`src/design/rtc_pkg.sv`:
```
// Shared types and constants for the reaction timer controller.
package rtc_pkg;

    localparam int unsigned CFG_IDX_W = 3;

    localparam logic [CFG_IDX_W-1:0] CFG_SEED       = 3'd0;
    localparam logic [CFG_IDX_W-1:0] CFG_DELAY_MIN  = 3'd1;
    localparam logic [CFG_IDX_W-1:0] CFG_DELAY_MASK = 3'd2;
    localparam logic [CFG_IDX_W-1:0] CFG_TIMEOUT    = 3'd3;
    localparam logic [CFG_IDX_W-1:0] CFG_HOLD_TICKS = 3'd4;

    localparam logic [31:0] RST_SEED       = 32'd1;
    localparam logic [31:0] RST_DELAY_MIN  = 32'd50000000;
    localparam logic [31:0] RST_DELAY_MASK = 32'd67108863;
    localparam logic [31:0] RST_TIMEOUT    = 32'd200000000;
    localparam logic [31:0] RST_HOLD_TICKS = 32'd100000000;

    localparam logic [31:0] LFSR_TAPS = 32'hA300_0000;

    localparam logic [9:0] LED_OFF  = 10'h000;
    localparam logic [9:0] LED_GO   = 10'h020;
    localparam logic [9:0] LED_DONE = 10'h3FF;
    localparam logic [9:0] LED_MISS = 10'h001;

    typedef enum logic [2:0] {
        PH_START   = 3'd0,
        PH_DELAY   = 3'd1,
        PH_REACT   = 3'd2,
        PH_HOLD    = 3'd3,
        PH_RELEASE = 3'd4
    } phase_t;

    typedef struct packed {
        logic [31:0] seed;
        logic [31:0] delay_min;
        logic [31:0] delay_mask;
        logic [31:0] timeout;
        logic [31:0] hold_ticks;
    } cfg_t;

    typedef struct packed {
        logic [9:0]  leds;
        logic        display_on;
        logic [23:0] shown_count;
        logic        round_done;
        logic        missed;
    } result_t;

    function automatic logic [31:0] lfsr_advance(input logic [31:0] s);
        lfsr_advance = {1'b0, s[31:1]} ^ (s[0] ? LFSR_TAPS : 32'd0);
    endfunction

endpackage

```
`src/design/rtc_cfg_regs.sv`:
```
// Configuration register file written through the cfg channel.
module rtc_cfg_regs (
    input  logic                           aclk,
    input  logic                           aresetn,
    input  logic                           cfg_valid,
    output logic                           cfg_ready,
    input  logic [rtc_pkg::CFG_IDX_W-1:0]  cfg_index,
    input  logic [31:0]                    cfg_data,
    output rtc_pkg::cfg_t                  cfg
);
    import rtc_pkg::*;

    cfg_t cfg_reg;

    assign cfg_ready = 1'b1;
    assign cfg       = cfg_reg;

    always_ff @(posedge aclk) begin
        if (!aresetn) begin
            cfg_reg.seed       <= RST_SEED;
            cfg_reg.delay_min  <= RST_DELAY_MIN;
            cfg_reg.delay_mask <= RST_DELAY_MASK;
            cfg_reg.timeout    <= RST_TIMEOUT;
            cfg_reg.hold_ticks <= RST_HOLD_TICKS;
        end else if (cfg_valid && cfg_ready) begin
            case (cfg_index)
                CFG_SEED:       cfg_reg.seed       <= cfg_data;
                CFG_DELAY_MIN:  cfg_reg.delay_min  <= cfg_data;
                CFG_DELAY_MASK: cfg_reg.delay_mask <= cfg_data;
                CFG_TIMEOUT:    cfg_reg.timeout    <= cfg_data;
                CFG_HOLD_TICKS: cfg_reg.hold_ticks <= cfg_data;
                default: begin
                end
            endcase
        end
    end

endmodule

```
`src/design/rtc_fsm.sv`:
```
// Round state machine: phase, tick counter, LFSR and the per-tick result.
module rtc_fsm #(
    parameter int unsigned COUNTER_WIDTH = 32
) (
    input  logic             aclk,
    input  logic             aresetn,
    input  logic             tick,
    input  logic             key_pressed,
    input  rtc_pkg::cfg_t    cfg,
    output rtc_pkg::result_t result
);
    import rtc_pkg::*;

    localparam int unsigned CMP_W = (COUNTER_WIDTH > 32) ? COUNTER_WIDTH : 32;

    phase_t                   phase_reg,    phase_next;
    logic [31:0]              prng_reg,     prng_next;
    logic [COUNTER_WIDTH-1:0] ticks_reg,    ticks_next;
    logic [31:0]              target_reg,   target_next;
    logic [31:0]              measured_reg, measured_next;
    logic                     miss_reg,     miss_next;

    logic [COUNTER_WIDTH-1:0] ticks_inc;
    logic [CMP_W-1:0]         ticks_ext;
    logic                     hit_target;
    logic                     hit_timeout;
    logic                     hit_hold;
    logic [31:0]              lfsr_src;
    logic [31:0]              lfsr_adv;
    logic [31:0]              target_new;
    logic                     done;
    logic                     disp;

    always_ff @(posedge aclk) begin
        if (!aresetn) begin
            phase_reg    <= PH_START;
            prng_reg     <= '0;
            ticks_reg    <= '0;
            target_reg   <= '0;
            measured_reg <= '0;
            miss_reg     <= 1'b0;
        end else if (tick) begin
            phase_reg    <= phase_next;
            prng_reg     <= prng_next;
            ticks_reg    <= ticks_next;
            target_reg   <= target_next;
            measured_reg <= measured_next;
            miss_reg     <= miss_next;
        end
    end

    // The counter saturates, so a bound above its maximum is never reached.
    assign ticks_inc   = (ticks_reg == '1) ? ticks_reg : ticks_reg + 1'b1;
    assign ticks_ext   = CMP_W'(ticks_reg);
    assign hit_target  = ticks_ext >= CMP_W'(target_reg);
    assign hit_timeout = ticks_ext >= CMP_W'(cfg.timeout);
    assign hit_hold    = ticks_ext >= CMP_W'(cfg.hold_ticks);

    assign lfsr_src   = (phase_reg == PH_START) ? (cfg.seed | 32'd1) : prng_reg;
    assign lfsr_adv   = lfsr_advance(lfsr_src);
    assign target_new = cfg.delay_min + (lfsr_adv & cfg.delay_mask);

    always_comb begin
        phase_next    = phase_reg;
        prng_next     = prng_reg;
        ticks_next    = ticks_inc;
        target_next   = target_reg;
        measured_next = measured_reg;
        miss_next     = miss_reg;
        done          = 1'b0;
        case (phase_reg)
            PH_START: begin
                prng_next   = lfsr_adv;
                target_next = target_new;
                phase_next  = PH_DELAY;
                ticks_next  = '0;
            end
            PH_DELAY: begin
                if (hit_target) begin
                    phase_next = PH_REACT;
                    ticks_next = '0;
                end
            end
            PH_REACT: begin
                if (key_pressed || hit_timeout) begin
                    miss_next     = !key_pressed;
                    measured_next = ticks_ext[31:0];
                    done          = 1'b1;
                    phase_next    = PH_HOLD;
                    ticks_next    = '0;
                end
            end
            PH_HOLD: begin
                if (hit_hold) begin
                    phase_next = PH_RELEASE;
                    ticks_next = '0;
                end
            end
            default: begin
                if (!key_pressed || hit_timeout) begin
                    prng_next   = lfsr_adv;
                    target_next = target_new;
                    phase_next  = PH_DELAY;
                    ticks_next  = '0;
                end
            end
        endcase
    end

    always_comb begin
        result.leds = LED_OFF;
        disp        = 1'b0;
        case (phase_next)
            PH_REACT: begin
                result.leds = LED_GO;
            end
            PH_HOLD, PH_RELEASE: begin
                result.leds = miss_next ? LED_MISS : LED_DONE;
                disp        = 1'b1;
            end
            default: begin
                result.leds = LED_OFF;
            end
        endcase
        result.display_on  = disp;
        result.shown_count = disp ? measured_next[23:0] : 24'd0;
        result.round_done  = done;
        result.missed      = miss_next;
    end

endmodule

```
`src/design/rtc_out_buf.sv`:
```
// Result register with a skid stage so input acceptance survives a stalled output.
module rtc_out_buf (
    input  logic             aclk,
    input  logic             aresetn,
    input  logic             push,
    input  rtc_pkg::result_t push_data,
    output logic             space,
    output logic             out_valid,
    input  logic             out_ready,
    output rtc_pkg::result_t out_data
);
    import rtc_pkg::*;

    logic    out_valid_reg,  out_valid_next;
    logic    skid_valid_reg, skid_valid_next;
    result_t out_reg,        out_next;
    result_t skid_reg,       skid_next;

    assign space     = !skid_valid_reg;
    assign out_valid = out_valid_reg;
    assign out_data  = out_reg;

    always_comb begin
        out_valid_next  = out_valid_reg;
        skid_valid_next = skid_valid_reg;
        out_next        = out_reg;
        skid_next       = skid_reg;
        if (out_valid_reg && !out_ready) begin
            if (push) begin
                skid_valid_next = 1'b1;
                skid_next       = push_data;
            end
        end else if (skid_valid_reg) begin
            out_valid_next  = 1'b1;
            out_next        = skid_reg;
            skid_valid_next = 1'b0;
        end else begin
            out_valid_next = push;
            out_next       = push_data;
        end
    end

    always_ff @(posedge aclk) begin
        if (!aresetn) begin
            out_valid_reg  <= 1'b0;
            skid_valid_reg <= 1'b0;
        end else begin
            out_valid_reg  <= out_valid_next;
            skid_valid_reg <= skid_valid_next;
        end
    end

    always_ff @(posedge aclk) begin
        out_reg  <= out_next;
        skid_reg <= skid_next;
    end

endmodule

```
`src/design/reaction_timer_controller.sv`:
```
// Top level of the reaction timer controller.
// An accepted result is registered in the output entry, or in the skid entry if m_ stalls.
// Throughput: one item per cycle while s_ready is high; a two-entry result buffer keeps
// s_ready high when the output first stalls, and drops it only when both entries hold.
// Reset: synchronous active-low aresetn restores register defaults and the start phase.
module reaction_timer_controller #(
    parameter int unsigned COUNTER_WIDTH = 32
) (
    input  logic                          aclk,
    input  logic                          aresetn,
    input  logic                          s_valid,
    output logic                          s_ready,
    input  logic                          s_key_pressed,
    output logic                          m_valid,
    input  logic                          m_ready,
    output logic [9:0]                    m_leds,
    output logic                          m_display_on,
    output logic [23:0]                   m_shown_count,
    output logic                          m_round_done,
    output logic                          m_missed,
    input  logic                          cfg_valid,
    output logic                          cfg_ready,
    input  logic [rtc_pkg::CFG_IDX_W-1:0] cfg_index,
    input  logic [31:0]                   cfg_data
);
    import rtc_pkg::*;

    cfg_t    cfg;
    result_t step_result;
    result_t out_data;
    logic    accept;
    logic    space;

    assign s_ready = space;
    assign accept  = s_valid && space;

    rtc_cfg_regs u_cfg (
        .aclk      (aclk),
        .aresetn   (aresetn),
        .cfg_valid (cfg_valid),
        .cfg_ready (cfg_ready),
        .cfg_index (cfg_index),
        .cfg_data  (cfg_data),
        .cfg       (cfg)
    );

    rtc_fsm #(
        .COUNTER_WIDTH (COUNTER_WIDTH)
    ) u_fsm (
        .aclk        (aclk),
        .aresetn     (aresetn),
        .tick        (accept),
        .key_pressed (s_key_pressed),
        .cfg         (cfg),
        .result      (step_result)
    );

    rtc_out_buf u_out (
        .aclk      (aclk),
        .aresetn   (aresetn),
        .push      (accept),
        .push_data (step_result),
        .space     (space),
        .out_valid (m_valid),
        .out_ready (m_ready),
        .out_data  (out_data)
    );

    assign m_leds        = out_data.leds;
    assign m_display_on  = out_data.display_on;
    assign m_shown_count = out_data.shown_count;
    assign m_round_done  = out_data.round_done;
    assign m_missed      = out_data.missed;

    a_done_shows: assert property (@(posedge aclk) disable iff (!aresetn)
        m_valid && m_round_done |-> m_display_on)
        else $error("Completed measurement is not displayed.");

    a_blank_count: assert property (@(posedge aclk) disable iff (!aresetn)
        m_valid && !m_display_on |-> m_shown_count == 24'd0)
        else $error("Blank display carries a count.");

    a_miss_leds: assert property (@(posedge aclk) disable iff (!aresetn)
        m_valid && m_display_on && m_missed |-> m_leds == LED_MISS)
        else $error("Missed result shows the wrong LED pattern.");

    a_stall_full: assert property (@(posedge aclk) disable iff (!aresetn)
        !s_ready |-> m_valid)
        else $error("Input stalled while the result register is empty.");

endmodule

```
`config.mk`:
```
export PLATFORM = sky130hd
export DESIGN_NAME = reaction_timer_controller
export DESIGN_NICKNAME = d
export VERILOG_FILES = /design/src/design/rtc_pkg.sv /design/src/design/rtc_cfg_regs.sv /design/src/design/rtc_fsm.sv /design/src/design/rtc_out_buf.sv /design/src/design/reaction_timer_controller.sv
export SDC_FILE = /design/constraint.sdc
export NUM_CORES = 1
export LEC_CHECK = 0
export ABC_AREA = 0
export BUFFER_PORTS_ARGS = -buffer_cell sky130_fd_sc_hd__clkbuf_2
export CAP_MARGIN = 0
export CELL_PAD_IN_SITES_DETAIL_PLACEMENT = 1
export CELL_PAD_IN_SITES_GLOBAL_PLACEMENT = 1
export CORE_ASPECT_RATIO = 1.4
export CORE_UTILIZATION = 47
export DETAILED_ROUTE_END_ITERATION = 10
export PLACE_DENSITY = 0.9
export SLEW_MARGIN = 20
export SYNTH_ARGS = -nofsm -noshare
export SYNTH_HDL_FRONTEND = slang
export SYNTH_SLANG_ARGS = --single-unit
```
`constraint.sdc`:
```
create_clock -name aclk -period 4.3 [get_ports aclk]
set_input_delay 0.645 -clock aclk [delete_from_list [all_inputs] [get_ports aclk]]
set_output_delay 0.645 -clock aclk [all_outputs]
set_load 0.005 [all_outputs]
```
* Word level (Yosys, flattened, before mapping)
Cells that the tools add are included.
Storage, ports and cells: register bits 360, output and inout bits 40
Cells by class: reduce and logical (&&, ||, !) cells 20, bitwise gates (word level) 3, magnitude comparators 3, add/subtract/negate cells 2, mux-type cells 29, equality and inequality tests 11
Operators by type and width (count):
- two-way mux 32 bit | 9
- case mux 32 bit (2 select lines) | 2
- case mux 32 bit (4 select lines) | 1
- greater-or-equal comparator 32 bit | 3
- two-way mux 24 bit | 3
- two-way mux 37 bit | 1
- adder 32 x 1 -> 32 bit, second input constant | 1
- adder 32 bit | 1
- bitwise AND 32 bit | 1
- == test 32 bit, second input constant | 1
- XOR 31 x 32 -> 32 bit | 1
- case mux 10 bit (2 select lines) | 1
- == test 3 x 2 -> 1 bit, second input constant | 6
- AND reduction 2 bit | 7
- two-way mux 3 bit | 4
- case mux 3 bit (4 select lines) | 1
- two-way mux 10 bit | 1
- == test 3 x 1 -> 1 bit, second input constant | 2
- == test 3 bit, second input constant | 2
- zero test 3 bit | 2
- two-way mux 1 bit | 6
- zero test 1 bit | 3
- AND reduction 3 bit | 1
- OR reduction 3 bit | 1
- other kinds (5) | 7

* Longest topological paths before layout
word-level depth 9, mapped depth 18, mapped depth without buffers 15

* Modules after synthesis
A second synthesis with hierarchy kept.
Unflattened totals: cell total of the unflattened synthesis 1991, area total of the unflattened synthesis 19129.6 µm²
Modules (own cells, without submodules):
- rtc_fsm | times used 1, cells each 1275, sequential area each 2482.4 µm², area each 10121.0 µm²
- rtc_cfg_regs | times used 1, cells each 591, sequential area each 3203.1 µm², area each 6216.0 µm²
- rtc_out_buf | times used 1, cells each 124, sequential area each 2262.2 µm², area each 2786.4 µm²
- reaction_timer_controller | times used 1, cells each 1, sequential area each 0.0 µm², area each 6.3 µm²

* Worst setup path before layout
No wires, ideal clock.
path type reg-to-reg, start point register u_fsm.phase_reg[2], end point register u_fsm.target_reg[27], stages on the path, launching flop included 18, data arrival time 3.781 ns, required time 4.178 ns, buffers on the path 4, period minus slack after synthesis 3.903 ns, setup time 0.122 ns, slack 0.397 ns, cells stage by stage dfxtp_1 clkbuf_1 or3_1 clkbuf_1 clkbuf_1 mux2i_1 nor2b_1 ha_1 clkbuf_1 a21oi_1 o21ai_0 a2111oi_0 a31o_2 o21ai_0 a41oi_1 nor2b_1 xor2_1 o21ai_0
On the way: word-level cells in the longest chain between the ends 8, elaborated cells on any way between the ends 15, classes of those cells add/sub (1); eq/ne (3); mux (4); bitwise (3); reduce/logical (4)
RTL lines:
- from (decl) | line rtc_fsm.sv:16 | phase_t phase_reg, phase_next;
- from (signal assigned) | line rtc_fsm.sv:43 | phase_reg <= phase_next;
- zero test 3 bit | line rtc_fsm.sv:59, rtc_fsm.sv:71
- two-way mux 32 bit | line rtc_fsm.sv:59 | assign lfsr_src = (phase_reg == PH_START) ? (cfg.seed | 32'd1) : prng_reg;
- two-way mux 32 bit | line rtc_pkg.sv:50 | lfsr_advance = {1'b0, s[31:1]} ^ (s[0] ? LFSR_TAPS : 32'd0);
- XOR 31 x 32 -> 32 bit | line rtc_pkg.sv:50
- bitwise AND 32 bit | line rtc_fsm.sv:61 | assign target_new = cfg.delay_min + (lfsr_adv & cfg.delay_mask);
- adder 32 bit | line rtc_fsm.sv:61
- two-way mux 32 bit | line rtc_fsm.sv:100 | if (!key_pressed || hit_timeout) begin
- case mux 32 bit (2 select lines) | line rtc_fsm.sv:71 | case (phase_reg)
- to (signal assigned) | line rtc_fsm.sv:46 | target_reg <= target_next;
- to (decl) | line rtc_fsm.sv:19 | logic [31:0] target_reg, target_next;
Several ways; a longest one is shown, not always the timed one. The select of a mux whose other input is x is not followed. A chain may end at the register's enable or synchronous reset.

* Final worst setup path
start point register u_fsm.ticks_reg[27], in the netlist u_fsm.ticks_ext[27], end point register u_out.out_reg (netlist bit u_out.out_data[24]) (data pin)
On the way: word-level cells in the longest chain between the ends 9, elaborated cells on any way between the ends 18, classes of those cells order compare (3); eq/ne (2); mux (10); reduce/logical (3)
RTL lines:
- from (decl) | line rtc_fsm.sv:18 | logic [COUNTER_WIDTH-1:0] ticks_reg, ticks_next;
- from (signal assigned) | line rtc_fsm.sv:45 | ticks_reg <= ticks_next;
- greater-or-equal comparator 32 bit | line rtc_fsm.sv:56 | assign hit_timeout = ticks_ext >= CMP_W'(cfg.timeout);
- logical OR 1 bit, on equally long branches | line rtc_fsm.sv:100, rtc_fsm.sv:85
- two-way mux 3 bit, on equally long branches | line rtc_fsm.sv:100, rtc_fsm.sv:85
- case mux 3 bit (4 select lines) | line rtc_fsm.sv:71
- == test 3 x 2 -> 1 bit / == test 3 bit (equally long branches) | line rtc_fsm.sv:113 | case (phase_next)
- OR reduction 2 bit | line rtc_fsm.sv:113
- two-way mux 1 bit | line rtc_fsm.sv:113
- two-way mux 24 bit * | line rtc_fsm.sv:126 | result.shown_count = disp ? measured_next[23:0] : 24'd0;
- two-way mux 37 bit * | line rtc_out_buf.sv:33 | end else if (skid_valid_reg) begin
- to (signal assigned) | line rtc_out_buf.sv:54 | out_reg <= out_next;
- to (decl) | line rtc_out_buf.sv:16 | result_t out_reg, out_next;
Mark *: on every way between the ends. The rest lies on a longest branch, timed or not.

==> results.json <==
{
  "status": "finished clean",
  "slowest_stage": "sky130_fd_sc_hd__nor4_1",
  "final_layout_size_suffix_gt1_share_pct": 9.84,
  "drv_cap": 0,
  "period_minus_slack_ps": 4020,
  "sequentialPowerShare_pct": 47.8,
  "instances_no_fill": 2576,
  "drc_errors": 0,
  "place.port_buffers": 79,
  "die-area_mm2": 0.0377,
  "drv_slew": 0,
  "synth_area_per_cell_um2": 8.46,
  "first_pass_grt_wire_length_mm": 80.7,
  "async_flop_share_pct": 0,
  "clk_latency_ps": 540,
  "num_io_pins": 81,
  "drt_iter0_markers": 724,
  "num_vias": 14900,
  "drt-total-wl_mm": 50.2,
  "worst-endpoint-required_ps": 4550,
  "chipWidth_um": 164,
  "cpPeakStageDelay_ps": 570,
  "critical_path.most_common_cell": "sky130_fd_sc_hd__o21ai_0",
  "grt_max_degree": 94,
  "report.final.hold_viol_count": 0,
  "finalCritPeriodShare_pct": 93.5,
  "worstPathCellList": "ha_1 > nand4_1 > nor4_1 > o21ai_0 > a311o_1 > and3_1 > o21ai_0 > a21o_1 > mux2_4 > buf_4 > o31ai_2",
  "flow.area_growth_from_synthesis_pct": 11.2,
  "cp.arrival_ps": 4270,
  "vdd_drop_max_v": 0.000278,
  "viasPerCell": 5.77,
  "clock_tree_from_tritoncts": "done",
  "first_global_vias": 16100,
  "core-area_mm2": 0.0361,
  "min-delay-path-class": "input pin to flop",
  "yosys_register_bits": 343,
  "detail_route.first_pass.iterations": 5,
  "worst-path-buf-inv": 1,
  "row_count": 82,
  "number_of_buffers_on_the_longest_clock_path": 3,
  "power.internal_mw": 5.35,
  "power_mw": 7.19,
  "max_freq_mhz": 249,
  "syn_area_mm2": 0.0174,
  "synth_cell_type_count": 65,
  "comb_power_share_pct": 9.7,
  "deepest_level_of_the_cts_h_tree": 2,
  "sequential_to_total_area_share_from_yosys_stat_pct": 42.9,
  "ctsHoldBuffers": 0,
  "grt_overflow_total": 0,
  "clkPwrFrac_pct": 42.5,
  "cts_root_buffer": "sky130_fd_sc_hd__clkbuf_16",
  "synth_instances": 2054,
  "die_y_um": 229,
  "cts_made_buffers": 36,
  "setup.worst_path.class": "flop to flop",
  "p_sw_share_pct": 25.6,
  "largest_register_ff_count": 159,
  "finish.utilization_pct": 53.5,
  "clk_pin_slew_worst_paths_ps": 60,
  "power.density_cell_area_mw_per_mm2": 372,
  "synth_edf_count": 58,
  "start_util_pct": 48.1,
  "timing.max_slew.rel_slack_pct": 23.0,
  "grt_setup_unrepaired": "no",
  "cp_top_family": "compound AO/OA/AOI/OAI gates",
  "cp-end-kind": "flop",
  "netlist.area_leader.share_pct": 32.8,
  "post_synth_main_area_contributors": "sky130_fd_sc_hd__dfxtp_1 33%, sky130_fd_sc_hd__edfxtp_1 10%, sky130_fd_sc_hd__nand2_1 9.5%",
  "number_of_warnings_reported_in_the_yosys_synthesis_log": 0,
  "worstMarginPinSlew_ps": 1150,
  "nNetsFinal": 2257,
  "antenna_violating_nets_post_route": 0,
  "ys.flop_type": "sky130_fd_sc_hd__dfxtp_1",
  "worstSetupStartpointType": "flop",
  "critPathMaxFanout": 15,
  "weighted_congestion_reported_at_the_end_of_routability_driven_placement": 0.884,
  "clock_sink_count": 343,
  "post-place-cells": 2511,
  "synth_nets": 2224,
  "synth_top_area_cell": "sky130_fd_sc_hd__dfxtp_1",
  "fin_tns_setup_ps": 0,
  "grtUsageTotal_pct": 26.8,
  "preCtsSetupSlack_ps": 207,
  "wire_per_inst_um": 19.5,
  "grt_antenna_before_repair": 1,
  "switching_power_mw": 1.84,
  "worst_slack_ps": 281,
  "total_leakage_power_nw": 8.11,
  "setup_viol_count_final": 0,
  "worst_clock_skew_ps": 19.4,
  "dp_hpwl_mm": 35.8
}
-- routing by layer --
| layer | vias up | part of all wire [%] | global-route usage [%] |
|---|---|---|---|
| li1 | 7097 | - | - |
| met1 | 7375 | 41 | 30.2 |
| met2 | 282 | 52 | 49.9 |
| met3 | 122 | 2.7 | 2.90 |
| met4 | 0 | 4.0 | 11.7 |
| met5 | - | 0 | 0 |
-- cells by family (layout without fill, tap and decap cells) --
kind of cell / Yosys count / after routing / synth area share, %
other cells: 1 / 2 / 0.0216
simple gates: 815 / 815 / 20.2
xor+xnor: 61 / 61 / 3.08
fa+ha+maj: 129 / 129 / 9.33
mux: 73 / 73 / 4.24
flops: 343 / 343 / 42.9
buf+inv: 232 / 291 / 5.39
compound gates: 400 / 400 / 14.9
-- layout by cell type, fill, tap and decap left out, types with 6 or more instances in the layout --
cell type                     n
sky130_fd_sc_hd__nand2_1    438
sky130_fd_sc_hd__dfxtp_1    284
sky130_fd_sc_hd__a21oi_1    185
sky130_fd_sc_hd__nor2_1     166
sky130_fd_sc_hd__ha_1       128
sky130_fd_sc_hd__inv_1      111
sky130_fd_sc_hd__clkbuf_2    79
sky130_fd_sc_hd__mux2i_1     72
sky130_fd_sc_hd__nand3_1     69
sky130_fd_sc_hd__edfxtp_1    58
sky130_fd_sc_hd__a211oi_1    41
sky130_fd_sc_hd__o21ai_0     41
sky130_fd_sc_hd__xnor2_1     38
sky130_fd_sc_hd__clkbuf_16   36
sky130_fd_sc_hd__buf_4       33
sky130_fd_sc_hd__nand4_1     31
sky130_fd_sc_hd__nor2b_1     31
sky130_fd_sc_hd__o211ai_1    27
sky130_fd_sc_hd__a21o_1      23
sky130_fd_sc_hd__xor2_1      23
sky130_fd_sc_hd__o31ai_2     23
sky130_fd_sc_hd__nor3_1      19
sky130_fd_sc_hd__and3_1      13
sky130_fd_sc_hd__and2_1      11
sky130_fd_sc_hd__nand2b_1    10
sky130_fd_sc_hd__clkbuf_1     9
sky130_fd_sc_hd__a31oi_1      8
sky130_fd_sc_hd__o21a_1       8
sky130_fd_sc_hd__and4_1       6
sky130_fd_sc_hd__clkbuf_8     6
-- power groups by stage --
stage                     combinational (mW)  sequential [mW]  clock (mW)
after detailed placement               0.684             3.50           0
after global placement                 0.653             3.50           0
after floorplan                        0.463             3.49           0
after CTS                              0.695             3.43        3.09
after global routing                   0.766             3.44        3.21
final                                  0.697             3.43        3.05
-- synthesized netlist by cell type (41+ instances only) --
master and number:
sky130_fd_sc_hd__nor2_1 168, sky130_fd_sc_hd__nand2_1 438, sky130_fd_sc_hd__inv_1 111, sky130_fd_sc_hd__o21ai_0 41, sky130_fd_sc_hd__nand3_1 70, sky130_fd_sc_hd__mux2i_1 72
sky130_fd_sc_hd__a21oi_1 186, sky130_fd_sc_hd__clkbuf_1 97, sky130_fd_sc_hd__ha_1 128, sky130_fd_sc_hd__a211oi_1 41, sky130_fd_sc_hd__edfxtp_1 58, sky130_fd_sc_hd__dfxtp_1 285
-- timing repair --
action | CTS | global route
setup endpoints to repair | 0 | 7
setup buffers | 0 | 0
hold endpoints to repair | 0 | 0
gates resized for setup | 0 | 1
-- worst register-to-register path, delay by kind of cell, from the launching register on --
family / cells / cell delay (ps)
mux: 1 / 280
flops: 1 / 410
simple gates: 3 / 1010
buf+inv: 1 / 280
compound gates: 5 / 1380
fa+ha+maj: 1 / 390
-- path summary, 6_finish.rpt --
path / from / end / slack, ps / cells past startpoint
setup / recovery: u_fsm.ticks_ext[27] / u_out.out_data[24] / 280 / 11
hold / removal: cfg_data[4] / u_cfg.cfg[100] / 410 / 3
setup reg to reg: u_fsm.ticks_ext[27] / u_out.out_data[24] / 280 / 11
hold reg to reg: u_fsm.target_reg[17] / u_fsm.target_reg[17] / 450 / 2
-- per-stage QoR --
stage,hold slack [ps],area [um2]
floorplan,432,17400
global placement,440,18200
detailed placement,448,18200
CTS,394,19300
global route,415,19300
finish,414,19300
-- final cells by class --
class	count	area (um2)
antenna	1	2.50
clock inverter	13	118
inverter	112	425
fill	4300	16800
clock buffer	51	1020
multi-input combinational	1479	9030
sequential	343	7450
timing repair buffer	115	703
tap	462	578
No activity file was read; power rests on OpenSTA's default activity.
